`config.mk`:
```
export PLATFORM = sky130hd
export DESIGN_NAME = shelf_atlas_packer_top
export DESIGN_NICKNAME = d
export VERILOG_FILES = /design/src/rtl/sap_pkg.sv /design/src/rtl/shelf_atlas_packer_top.sv /design/src/rtl/sap_cfg.sv /design/src/rtl/sap_core.sv
export SDC_FILE = /design/constraint.sdc
export NUM_CORES = 1
export LEC_CHECK = 0
export ABC_AREA = 1
export BUFFER_PORTS_ARGS = -buffer_cell sky130_fd_sc_hd__buf_4
export CORE_MARGIN = 3
export CORE_UTILIZATION = 47
export CTS_BUF_LIST = sky130_fd_sc_hd__clkbuf_8
export DETAILED_ROUTE_END_ITERATION = 8
export GPL_TIMING_DRIVEN = 0
export SKIP_CTS_REPAIR_TIMING = 1
export SLEW_MARGIN = 30
export SYNTH_ARGS = -nofsm -noshare
export SYNTH_HDL_FRONTEND = slang
export SYNTH_SLANG_ARGS = --single-unit
export TNS_END_PERCENT = 50
```
`constraint.sdc`:
```
create_clock -name clk_i -period 11.4 [get_ports clk_i]
set_clock_uncertainty 0.2 [all_clocks]
set_input_delay 0 -clock clk_i [delete_from_list [all_inputs] [get_ports clk_i]]
set_output_delay 0 -clock clk_i [all_outputs]
set_load 0.03 [all_outputs]
```
`src/rtl/sap_pkg.sv`:
```
// Shared types and constants for the shelf atlas packer.
package sap_pkg;

  // Largest page edge that the canvas register holds.
  localparam logic [13:0] MAX_CANVAS = 14'd8192;

  // Number of pages available, capped by the 4-bit page field.
  localparam int unsigned MAX_PAGES = 16;
  localparam logic [4:0]  PAGE_LIMIT = (MAX_PAGES > 16) ? 5'd16 : 5'(MAX_PAGES);

  // Configuration register indexes.
  localparam int unsigned        CFG_IDX_W       = 1;
  localparam logic [CFG_IDX_W-1:0] REG_CANVAS_SIZE = 1'd0;
  localparam logic [CFG_IDX_W-1:0] REG_PAD         = 1'd1;
  localparam int unsigned        CFG_DATA_W      = 14;

  // Result status codes.
  typedef enum logic [1:0] {
    ST_PLACED  = 2'd0,
    ST_TOO_BIG = 2'd1,
    ST_NO_PAGE = 2'd2
  } status_e;

  // Configuration seen by the placement logic.
  typedef struct packed {
    logic [13:0] canvas_size;
    logic [7:0]  pad;
  } cfg_t;

  // One rectangle request.
  typedef struct packed {
    logic        restart;
    logic [13:0] rect_w;
    logic [13:0] rect_h;
  } in_req_t;

  // One placement result.
  typedef struct packed {
    logic [12:0] pos_x;
    logic [12:0] pos_y;
    logic [3:0]  page_index;
    status_e     status;
    logic [26:0] used_area;
  } out_rsp_t;

endpackage

```
`src/rtl/shelf_atlas_packer_top.sv`:
```
// An accepted request is held in the input register; when it is processed, its result
// is loaded into the result register and offered from there.
// Throughput: one rectangle per cycle unless a result is stalled downstream; the
// placement path between the input and result registers has a single 14x14 multiply.
// A new request enters an empty input register while a finished result waits downstream.
// Reset clears the packing state, the handshake valids and sets page edge 1024, pad 2.
module shelf_atlas_packer_top (
  input  logic                            clk_i,
  input  logic                            rst_ni,
  input  logic                            cfg_we_i,
  input  logic [sap_pkg::CFG_IDX_W-1:0]   cfg_idx_i,
  input  logic [sap_pkg::CFG_DATA_W-1:0]  cfg_wdata_i,
  input  logic                            in_valid_i,
  output logic                            in_ready_o,
  input  sap_pkg::in_req_t                in_req_i,
  output logic                            out_valid_o,
  input  logic                            out_ready_i,
  output sap_pkg::out_rsp_t               out_rsp_o
);
  import sap_pkg::*;

  cfg_t     cfg;
  logic     in_valid_q;
  in_req_t  in_req_q;
  logic     out_valid_q;
  out_rsp_t out_rsp_q;
  out_rsp_t rsp;
  logic     fire;

  // A held request is processed when the result register is free or draining.
  assign fire       = in_valid_q && (!out_valid_q || out_ready_i);
  assign in_ready_o = !in_valid_q || fire;

  sap_cfg u_cfg (
    .clk_i       (clk_i),
    .rst_ni      (rst_ni),
    .cfg_we_i    (cfg_we_i),
    .cfg_idx_i   (cfg_idx_i),
    .cfg_wdata_i (cfg_wdata_i),
    .cfg_o       (cfg)
  );

  sap_core u_core (
    .clk_i  (clk_i),
    .rst_ni (rst_ni),
    .step_i (fire),
    .req_i  (in_req_q),
    .cfg_i  (cfg),
    .rsp_o  (rsp)
  );

  // Input register and result register valids.
  always_ff @(posedge clk_i or negedge rst_ni) begin
    if (!rst_ni) begin
      in_valid_q  <= 1'b0;
      out_valid_q <= 1'b0;
    end else begin
      if (in_ready_o) begin
        in_valid_q <= in_valid_i;
      end
      if (fire) begin
        out_valid_q <= 1'b1;
      end else if (out_ready_i) begin
        out_valid_q <= 1'b0;
      end
    end
  end

  // Payload registers.
  always_ff @(posedge clk_i) begin
    if (in_valid_i && in_ready_o) begin
      in_req_q <= in_req_i;
    end
    if (fire) begin
      out_rsp_q <= rsp;
    end
  end

  assign out_valid_o = out_valid_q;
  assign out_rsp_o   = out_rsp_q;

endmodule

```
`src/rtl/sap_cfg.sv`:
```
// Configuration registers: page edge and padding.
module sap_cfg (
  input  logic                            clk_i,
  input  logic                            rst_ni,
  input  logic                            cfg_we_i,
  input  logic [sap_pkg::CFG_IDX_W-1:0]   cfg_idx_i,
  input  logic [sap_pkg::CFG_DATA_W-1:0]  cfg_wdata_i,
  output sap_pkg::cfg_t                   cfg_o
);
  import sap_pkg::*;

  logic [13:0] canvas_q, canvas_d;
  logic [7:0]  pad_q, pad_d;

  // Decode a write; the page edge saturates at the largest supported size.
  always_comb begin
    canvas_d = canvas_q;
    pad_d    = pad_q;
    if (cfg_we_i) begin
      case (cfg_idx_i)
        REG_CANVAS_SIZE: begin
          canvas_d = (cfg_wdata_i[13:0] > MAX_CANVAS) ? MAX_CANVAS : cfg_wdata_i[13:0];
        end
        REG_PAD: begin
          pad_d = cfg_wdata_i[7:0];
        end
        default: begin
          canvas_d = canvas_q;
          pad_d    = pad_q;
        end
      endcase
    end
  end

  // Register storage with reset defaults.
  always_ff @(posedge clk_i or negedge rst_ni) begin
    if (!rst_ni) begin
      canvas_q <= 14'd1024;
      pad_q    <= 8'd2;
    end else begin
      canvas_q <= canvas_d;
      pad_q    <= pad_d;
    end
  end

  assign cfg_o.canvas_size = canvas_q;
  assign cfg_o.pad         = pad_q;

endmodule

```
`src/rtl/sap_core.sv`:
```
// Placement logic and packing state: shelf cursor, shelf top, height, page, area.
module sap_core (
  input  logic              clk_i,
  input  logic              rst_ni,
  input  logic              step_i,
  input  sap_pkg::in_req_t  req_i,
  input  sap_pkg::cfg_t     cfg_i,
  output sap_pkg::out_rsp_t rsp_o
);
  import sap_pkg::*;

  // The cursor can run past the page edge after the page shrinks, so it keeps full range.
  logic [31:0] cursor_q, cursor_d;
  logic [13:0] top_q, top_d;
  logic [13:0] height_q, height_d;
  logic [3:0]  page_q, page_d;
  logic [26:0] area_q, area_d;

  logic [31:0] cx_b;
  logic [13:0] st_b, sh_b;
  logic [3:0]  pg_b;
  logic [26:0] area_b;
  logic [14:0] wp, hp;
  logic        too_big;
  logic        cx_in;
  logic [15:0] wp_cx;
  logic        need_shelf;
  logic [15:0] shelf_next;
  logic        np_a, np_b, new_page, last_page;
  logic [15:0] st1;
  logic [13:0] sh1, sh2;
  logic [31:0] cx1, cx2;
  logic [12:0] x_pl, y_pl;
  logic [27:0] prod;

  // State as seen by this request, after an optional restart.
  always_comb begin
    if (req_i.restart) begin
      cx_b   = '0;
      st_b   = '0;
      sh_b   = '0;
      pg_b   = '0;
      area_b = '0;
    end else begin
      cx_b   = cursor_q;
      st_b   = top_q;
      sh_b   = height_q;
      pg_b   = page_q;
      area_b = area_q;
    end
  end

  // Fit checks against the page edge.
  always_comb begin
    wp      = {1'b0, req_i.rect_w} + {7'd0, cfg_i.pad};
    hp      = {1'b0, req_i.rect_h} + {7'd0, cfg_i.pad};
    too_big = (wp > {1'b0, cfg_i.canvas_size}) || (hp > {1'b0, cfg_i.canvas_size});

    // A cursor beyond the edge never triggers a new shelf.
    cx_in      = cx_b <= {18'd0, cfg_i.canvas_size};
    wp_cx      = {1'b0, wp} + {1'b0, cx_b[14:0]};
    need_shelf = cx_in && (wp_cx > {2'd0, cfg_i.canvas_size});

    shelf_next = {2'd0, st_b} + {2'd0, sh_b} + {8'd0, cfg_i.pad};
    np_a = need_shelf &&
           (({1'b0, shelf_next} + {9'd0, cfg_i.pad}) > {3'd0, cfg_i.canvas_size});

    st1 = need_shelf ? shelf_next : {2'd0, st_b};
    sh1 = need_shelf ? 14'd0 : sh_b;
    cx1 = need_shelf ? 32'd0 : cx_b;

    sh2  = (req_i.rect_h > sh1) ? req_i.rect_h : sh1;
    np_b = ({1'b0, st1} + {3'd0, sh2} + {9'd0, cfg_i.pad}) > {3'd0, cfg_i.canvas_size};

    new_page  = np_a || np_b;
    last_page = ({1'b0, pg_b} + 5'd1) >= PAGE_LIMIT;

    x_pl = cx1[12:0] + {5'd0, cfg_i.pad};
    y_pl = st1[12:0] + {5'd0, cfg_i.pad};
    cx2  = cx1 + {17'd0, wp};
    prod = {14'd0, req_i.rect_w} * {14'd0, req_i.rect_h};
  end

  // Next state and result.
  always_comb begin
    cursor_d = cx_b;
    top_d    = st_b;
    height_d = sh_b;
    page_d   = pg_b;
    area_d   = area_b;

    rsp_o.pos_x      = '0;
    rsp_o.pos_y      = '0;
    rsp_o.page_index = pg_b;
    rsp_o.status     = ST_PLACED;
    rsp_o.used_area  = area_b;

    if (too_big) begin
      rsp_o.status = ST_TOO_BIG;
    end else if (new_page && last_page) begin
      rsp_o.status = ST_NO_PAGE;
    end else if (new_page) begin
      // Start the next page with this rectangle at the padded corner.
      page_d   = pg_b + 4'd1;
      cursor_d = {17'd0, wp};
      top_d    = '0;
      height_d = req_i.rect_h;
      area_d   = prod[26:0];
      rsp_o.pos_x      = {5'd0, cfg_i.pad};
      rsp_o.pos_y      = {5'd0, cfg_i.pad};
      rsp_o.page_index = pg_b + 4'd1;
      rsp_o.used_area  = prod[26:0];
    end else begin
      cursor_d = cx2;
      top_d    = st1[13:0];
      height_d = sh2;
      area_d   = area_b + prod[26:0];
      rsp_o.pos_x     = x_pl;
      rsp_o.pos_y     = y_pl;
      rsp_o.used_area = area_b + prod[26:0];
    end
  end

  // Packing state advances once per processed request.
  always_ff @(posedge clk_i or negedge rst_ni) begin
    if (!rst_ni) begin
      cursor_q <= '0;
      top_q    <= '0;
      height_q <= '0;
      page_q   <= '0;
      area_q   <= '0;
    end else if (step_i) begin
      cursor_q <= cursor_d;
      top_q    <= top_d;
      height_q <= height_d;
      page_q   <= page_d;
      area_q   <= area_d;
    end
  end

endmodule

```
# [After elaboration in Yosys (flattened, before gate mapping)]
# Cells that the tools add are included.
[totals] romBits=0 elab_cells=91 ramBits=0 latchBits=0 regBits=203 n_memories=0 in_bits=49
[classes] n_eq_ne=0 n_reduce_logical=16 bitwise=1 n_div=0 order_cmp=9 add_sub_neg=14 muxes=31 mul=1 n_shift=0
[ops] operator="32-bit two-way mux" count=5
[ops] operator="14-bit two-way mux" count=11
[ops] operator="27-bit two-way mux" count=4
[ops] operator="17-bit by 14-bit greater-than comparator with 1-bit output" count=2
[ops] operator="32-bit by 15-bit adder with 32-bit output" count=1
[ops] operator="32-bit by 14-bit less-or-equal comparator with 1-bit output" count=1
[ops] operator="14-bit by 8-bit adder with 15-bit output" count=2
[ops] operator="15-bit by 14-bit greater-than comparator with 1-bit output" count=2
[ops] operator="27-bit adder" count=1
[ops] operator="14-bit by 14-bit multiplier with 27-bit output" count=1
[ops] operator="13-bit by 8-bit adder with 13-bit output" count=2
[ops] operator="4-bit two-way mux" count=6
[ops] operator="21-bit two-way mux" count=1
[ops] operator="16-bit by 14-bit adder with 17-bit output" count=1
[ops] operator="16-bit by 8-bit adder with 17-bit output" count=1
[ops] operator="17-bit by 8-bit adder with 17-bit output" count=1
[ops] operator="15-bit by 15-bit adder with 16-bit output" count=1
[ops] operator="16-bit by 8-bit adder with 16-bit output" count=1
[ops] operator="16-bit by 14-bit greater-than comparator with 1-bit output" count=1
[ops] operator="16-bit two-way mux" count=1
[ops] operator="14-bit by 14-bit adder with 15-bit output" count=1
[ops] operator="14-bit greater-than comparator" count=1
[ops] operator="14-bit greater-than comparator, second input constant" count=1
[ops] operator="4-bit by 1-bit adder with 5-bit output, second input constant" count=1
[ops] operator="12 further kinds" count=22

# [Logic depth before layout (Yosys ltp)]
# Gate-level depths: netlist of the first run.
[depth] depth_word=14 ltp_mapped=69 ltp_nobuf=65

# [Cells and area by module]
# A second synthesis of the first run with hierarchy kept.
[unflattened] hier_cells=3527 hier_area_um2=25918.6
[modules_own_cells] module="sap_core" seq_area_each_um2=2277.2 n_inst=1 area_per_inst_um2=22208.8 cells_per_inst=3303
[modules_own_cells] module="shelf_atlas_packer_top" seq_area_each_um2=2692.6 n_inst=1 area_per_inst_um2=2737.6 cells_per_inst=100
[modules_own_cells] module="sap_cfg" seq_area_each_um2=553.0 n_inst=1 area_per_inst_um2=972.2 cells_per_inst=124

# [Worst setup path before layout of the first run]
# Ideal clock, no wire load.
[synth_timing] path_type="reg-to-reg" from="register in_req_q[28] (netlist name)" to="register out_rsp_q, in the netlist out_rsp_o[18], data pin" stages_incl_launch_ff=65 setup_slack_ns=0.950 path_buffers=7 arrival_time_ns=9.995 cell_sequence="edfxtp_1 clkinv_1 clkbuf_1 clkbuf_1 nand2_1 inv_1 ha_1 inv_1 fa_1 o21ai_0 a21oi_1 o21bai_1 nand2_1 o21ai_0 nand3_1 nand2_1 xor2_1 ha_1 [29 not listed] o21ai_0 nand2_1 nand2_1 xnor2_1 inv_1 ha_1 nand2_1 nor4_1 nand2_1 o21ai_0 nand3b_1 nor2_1 buf_2 clkbuf_1 nand3_1 nand2_1 nand2_1 and2_1"
[synth_rtl] item="start, declared" line_no="shelf_atlas_packer_top.sv:24" source="in_req_t in_req_q;"
[synth_rtl] item="start signal, assigned" line_no="shelf_atlas_packer_top.sv:72" source="in_req_q <= in_req_i;"
[synth_rtl] item="end signal, assigned" line_no="shelf_atlas_packer_top.sv:75" source="out_rsp_q <= rsp;"
[synth_rtl] item="end, declared" line_no="shelf_atlas_packer_top.sv:26" source="out_rsp_t out_rsp_q;"

==> results of run 1 <==
## area by class of cell
class,instances,area share [%]
multi-input cells,2750,59.1
clock inverters,23,0.509
inverters,665,8.03
repair buffers,257,7.39
plain buffers,123,2.13
clock buffers,47,2.07
well taps,748,3.00
flip-flops and latches,203,17.8
diodes,1,0.00802
## synthesized netlist by cell type, types with 3 or more instances
master	instances	area (µm²)
nand3_2	3	30.0
nand4_1	28	175
o21bai_1	14	105
inv_1	655	2460
nand3_1	226	1130
o31ai_1	5	37.5
nor2_2	4	25.0
a21oi_1	236	1180
clkbuf_1	80	300
xor2_1	114	998
a31oi_1	19	119
nor4_1	16	100
ha_1	327	4090
o21ai_1	6	30.0
xnor2_1	46	403
o21a_1	6	45.0
o21ai_0	125	626
nand3b_1	15	113
nor2_1	164	616
buf_2	21	105
inv_2	9	33.8
o211ai_1	11	82.6
dfrtp_1	113	2830
edfxtp_1	88	2640
buf_1	12	45.0
a21o_1	7	52.6
nand2_2	9	56.3
fa_1	159	3180
or2_2	4	25.0
and2_1	27	169
nor2_4	3	33.8
nor3_1	37	185
a211oi_1	3	22.5
mux2_2	5	56.3
nor3b_1	4	30.0
nand2_1	1107	4160
buf_4	8	60.1
## worst min-delay path: stages
cell and delay [ps]:
dlygate4sd3_1 530, buf_4 120, nand3_1 70, o21ai_0 70
## cell usage in the layout, fill, tap and decap left out, drive strengths merged, types with 37 or more instances in the layout
master,instances
a21oi,238
buf,196
clkbuf,129
dfrtp,113
dlygate4sd3,102
edfxtp,88
fa,159
ha,327
inv,677
nand2,1118
nand3,229
nor2,171
nor3,37
o21ai,131
xnor2,46
xor2,114
## routing by layer
metal	track usage, %	share of wire [%]	vias up
met2	50.2	49	784
met1	35.9	41	11900
li1	-	-	12500
met3	3.21	5.4	187
met4	13.1	4.8	0
met5	0	0	-
## sequential cells by signal (all words and copies together) (netlist names)
name             flops
out_rsp_o           59
u_core.top_q        14
in_req_q            29
u_cfg.pad_q          8
u_cfg.canvas_q      14
u_core.area_q       27
u_core.page_q        4
u_core.height_q     14
in_valid_q           1
out_valid_o          1
u_core.cursor_q     32
## kinds of logic after synthesis
family	synth area share [%]
buffers and inverters	11.4
flip-flops	20.8
XOR/XNOR	5.27
AND/OR/NAND/NOR	25.9
AO/OA/AOI/OAI	9.12
multiplexers	0.212
adder cells (fa/ha/maj)	27.3
## stage by stage
stage / worst slack (ps) / hold slack [ps]
6_report: 368 / 2.84
5_1_grt: -194 / 20.7
4_1_cts: -3200 / -885
3_5_place_dp: -3140 / -212
3_3_place_gp: -3300 / -21.9
2_1_floorplan: 950 / -496
## worst paths after layout
path / startpoint / to / cells past startpoint
min reg2reg: u_core.area_q[13] / u_core.area_q[13] / 2
min: cfg_wdata_i[7] / u_cfg.canvas_q[7] / 4
max in group asynchronous: rst_ni / u_core.area_q[16] / 4
max: in_req_q[14] / out_rsp_o[21] / 64
max reg2reg: in_req_q[14] / out_rsp_o[21] / 64
min in group asynchronous: rst_ni / u_core.cursor_q[27] / 4
==> results by group, run 1 <==
Logic synthesis
  • Flops & latches, synth: 203
  • Synthesized net count: 4276
  • Synth cell types: 56
  • Yosys Warn Count: 0
  • Syn_area_per_cell: 7.11 µm²
  • Top_reg_cell synth: dfrtp_1
  • Post-Syn Area: 0.0266 mm²
  • Cells after Synth: 3741
  • EDFF count, synth: 88
  • Sequential cell area fraction in the yosys report: 20.8%
  • Asr flop ratio synth: 56.7%

Drt
  • # DRC: 0
  • Post-DRT Antenna Nets: 0
  • WL per Instance: approximately 18 µm
  • DR pass1 iterations: 5
  • Vias after detailed routing: 25400
  • Vias/cell: about 5.3
  • Drt total wl: 88.3 mm
  • DR iter-0 viols: 1665

Clocking
  • Clk root buf: clkbuf_8
  • Num Clock Sinks: 203
  • Clock slew at reported path FFs: 60 ps
  • CTS max path bufs: 3
  • Clk_lat worst skew: 630 ps
  • TritonCTS clock tree: built
  • Total CTS buffers: 39
  • Deepest level of the CTS H-tree: 2

Timing
  • Max Fclk: 90.6 MHz
  • Fin. Hold Viols: 0
  • Minimum clock period: 11030 ps
  • Slew headroom: roughly a third
  • RSZ-0062 raised after global routing: true
  • Setup TNS: 0 ps
  • Final setup vio count: 0
  • Worst-margin pin slew: 1000 ps
  • Slew Viols, Final: 0
  • Final period util: between 90% and 100%

Status
  • Status: finished clean

Placed design
  • GP Congestion: 0.920
  • Inst Count DP: 4601
  • Port buffer count: between 100 and 150
  • Placed Area: 0.0284 mm²
  • Post-DP HPWL: 68.3 mm

Layout
  • Register area: 0.00554 mm²
  • Final cell count without fillers: 4817
  • Layout area overhead: 17.3%
  • Fillers: 5497
  • Core Util, Final: 56.2%
  • Final-stage net count: 4574
  • Share of cells above drive strength 1: under 10%
  • Multi-input gate area: 0.0184 mm²
  • Design Area, Final: 0.0312 mm²

Setup path
  • Critical path capture point type: flip-flop
  • Worst path top cell family by delay: simple AND/OR/NAND/NOR gates
  • CP max stage cell: edfxtp_1
  • CP most frequent cell: nand2_1
  • R2r setup slk: 370 ps
  • Critical Path RT: 11550 ps
  • Crit Path Category: flip-flop to flip-flop
  • Peak per-stage delay on the critical path: ~560 ps
  • Critical-path maximum fanout: 10
  • Arrival time at the worst endpoint: 11180 ps
  • CP Buf/Inv Count: 12
  • Startpoint types: flip-flop

Floorplanning
  • Die span in x: 244 µm
  • Ports: between 100 and 150
  • Placeable Area: 0.0555 mm²
  • Die Y-Extent: 244 µm
  • Initial Utilization: around 48%
  • Die area: 0.0595 mm²
  • Row cnt: 86

GRT
  • First-pass GRT wire length: 133 mm
  • Initial antenna violation count: 1
  • Grt ovf: 0
  • Largest net degree at the start of global routing: 66
  • Via count of the first global-routing pass: 23900
  • Global-route usage over all layers: between 20% and 30%

Worst hold path
  • Hold Path Class: primary input to flip-flop

Run
  • Maxcap violations: 0
Power of run 1 is not shown: default switching activity piles up to over one toggle a cycle in this logic, so the estimate is an artifact.
==> run 2: changes to the inputs <==
--- a/config.mk
+++ b/config.mk
@@ -11,6 +11,7 @@
 export CORE_UTILIZATION = 47
 export CTS_BUF_LIST = sky130_fd_sc_hd__clkbuf_8
 export DETAILED_ROUTE_END_ITERATION = 8
+export GPL_ROUTABILITY_DRIVEN = 0
 export GPL_TIMING_DRIVEN = 0
 export SKIP_CTS_REPAIR_TIMING = 1
 export SLEW_MARGIN = 30
==> constraint.sdc (replaced) <==
create_clock -name clk_i -period 11.4 [get_ports clk_i]
set_clock_uncertainty 0.2 [all_clocks]
set_input_delay 1.71 -clock clk_i [delete_from_list [all_inputs] [get_ports clk_i]]
set_output_delay 1.71 -clock clk_i [all_outputs]
set_load 0.03 [all_outputs]
==> results by group, run 2 (same netlist as run 1, synthesis figures left out) <==
Layout
  • Most frequent cells in the layout: nand2_1, inv_1, ha_1
  • Final cell count without fillers: 4717
  • Final-stage net count: 4472
  • Design Area, Final: 0.0301 mm²
  • Commonest non-fill, non-tap cell in the layout: nand2_1
  • Core Util, Final: 54.2%
  • Max reg flops: ~60
  • Share of cells above drive strength 1: 9.50%
  • Fillers: 5571
  • Layout area overhead: 13.2%

Setup path
  • Crit. Startpoint: in_req_q[17]
  • Worst Reg-to-Reg Cells: 60
  • Worst path top cell family by delay: compound AO/OA/AOI/OAI gates
  • CP max stage cell: edfxtp_1
  • Critical path depth: 60
  • CP Buf/Inv Count: 13
  • Critical Path RT: about 12000 ps
  • Arrival time at the worst endpoint: 11190 ps
  • Peak per-stage delay on the critical path: 650 ps
  • Critical path capture point type: flip-flop
  • Critical-path maximum fanout: 10
  • Startpoint types: flip-flop
  • Crit Path Category: flip-flop to flip-flop
  • RR Startpoint: in_req_q[17]

Floorplanning
  • Row cnt: 86
  • Die span in x: 244 µm
  • Die area: 0.0595 mm²
  • Initial Utilization: 47.9%
  • Placeable Area: 0.0555 mm²
  • Ports: 110
  • Die Y-Extent: 244 µm

GRT
  • First-pass GRT wire length: about 130 mm
  • Grt ovf: 0
  • Global-route usage over all layers: between 20% and 30%
  • Via count of the first global-routing pass: 24000
  • Initial antenna violation count: 1
  • Largest net degree at the start of global routing: 62

Timing
  • Final setup vio count: 0
  • Slew headroom: between 30% and 40%
  • Max Fclk: 90.7 MHz
  • Worst-margin pin slew: between 900 and 1000 ps
  • Fin. Hold Viols: 0
  • Slew Viols, Final: 0
  • Minimum clock period: 11030 ps
  • Final period util: 96.7%
  • Post-layout worst setup margin: 372 ps

Drt
  • WL per Instance: 18.4 µm
  • DR iter-0 viols: 1683
  • # DRC: 0
  • Drt total wl: 86.8 mm
  • DR pass1 iterations: 6
  • Post-DRT Antenna Nets: 0
  • Vias after detailed routing: 24800
  • Vias/cell: 5.25

Worst hold path
  • Hold path cells: 2
  • Hold Startpoint: u_core.area_q[11]
  • Hold Path Class: flip-flop to flip-flop

Run
  • Maxcap violations: 0

Clocking
  • Deepest level of the CTS H-tree: 2
  • Total CTS buffers: 40
  • Num Clock Sinks: around 200
  • Clk root buf: clkbuf_8
  • Clock slew at reported path FFs: about 60 ps
  • TritonCTS clock tree: built
  • CTS max path bufs: 3
  • Clk_lat worst skew: ~610 ps

Placed design
  • Post-DP HPWL: just under 70 mm
  • Port buffer count: 109
  • Placed Area: 0.0284 mm²
  • Dpl ws: -3340 ps
  • Inst Count DP: approximately 4600

Status
  • Status: finished clean
-- run 2: cell count changes in the layout (fill, tap and decap cells not counted), sizes merged --
cell	previous run	this run
dlygate4sd3	102	0
buf	196	200
clkinv	6	10
clkbuf	129	126
inv	677	674
-- run 2: final timing paths --
kind	to	slack [ps]
setup / recovery	out_rsp_o[12]	370
hold / removal	u_core.area_q[11]	280
setup reg to reg	out_rsp_o[12]	370
hold reg to reg	u_core.area_q[11]	280
max in group asynchronous	u_cfg.canvas_q[10]	9440
min in group asynchronous	u_core.cursor_q[22]	820
-- run 2: final cells by class --
cell class | instances | area, µm² | share of cell area, %
Clock buffer | 49 | 674 | 2.24
Timing Repair Buffer | 154 | 1240 | 4.12
Antenna cell | 1 | 2.50 | 0.00831
Clock inverter | 24 | 168 | 0.557
Tap cell | 748 | 936 | 3.11
Buffer | 123 | 642 | 2.13
Multi-Input combinational cell | 2750 | 18400 | 61.2
Sequential cell | 203 | 5530 | 18.4
Inverter | 665 | 2500 | 8.30
-- run 2: worst reg2reg max path: cells and delay by family (launching register included) --
family | cells | cell delay, ps
XOR/XNOR | 3 | 540
buffers and inverters | 13 | 1660
AO/OA/AOI/OAI | 17 | 3000
adder cells (fa/ha/maj) | 7 | 2500
AND/OR/NAND/NOR | 20 | 2250
flip-flops | 1 | 650
-- run 2: per-layer routing --
metal  part of all wire, %  track usage [%]
met1                    42             36.7
met2                    48             50.8
met3                   5.5             3.21
met4                   4.9             12.1
met5                     0                0
-- run 2: per-stage QoR --
| stage | TNS, ps | hold WS (ps) |
|---|---|---|
| 6_report | 0 | 278 |
| 5_1_grt | -15440 | 292 |
| 4_1_cts | -431100 | 281 |
| 3_5_place_dp | -420500 | 266 |
| 3_3_place_gp | -424790 | 262 |
| 2_1_floorplan | 0 | 249 |
Power of run 2 is left out for the same reason.
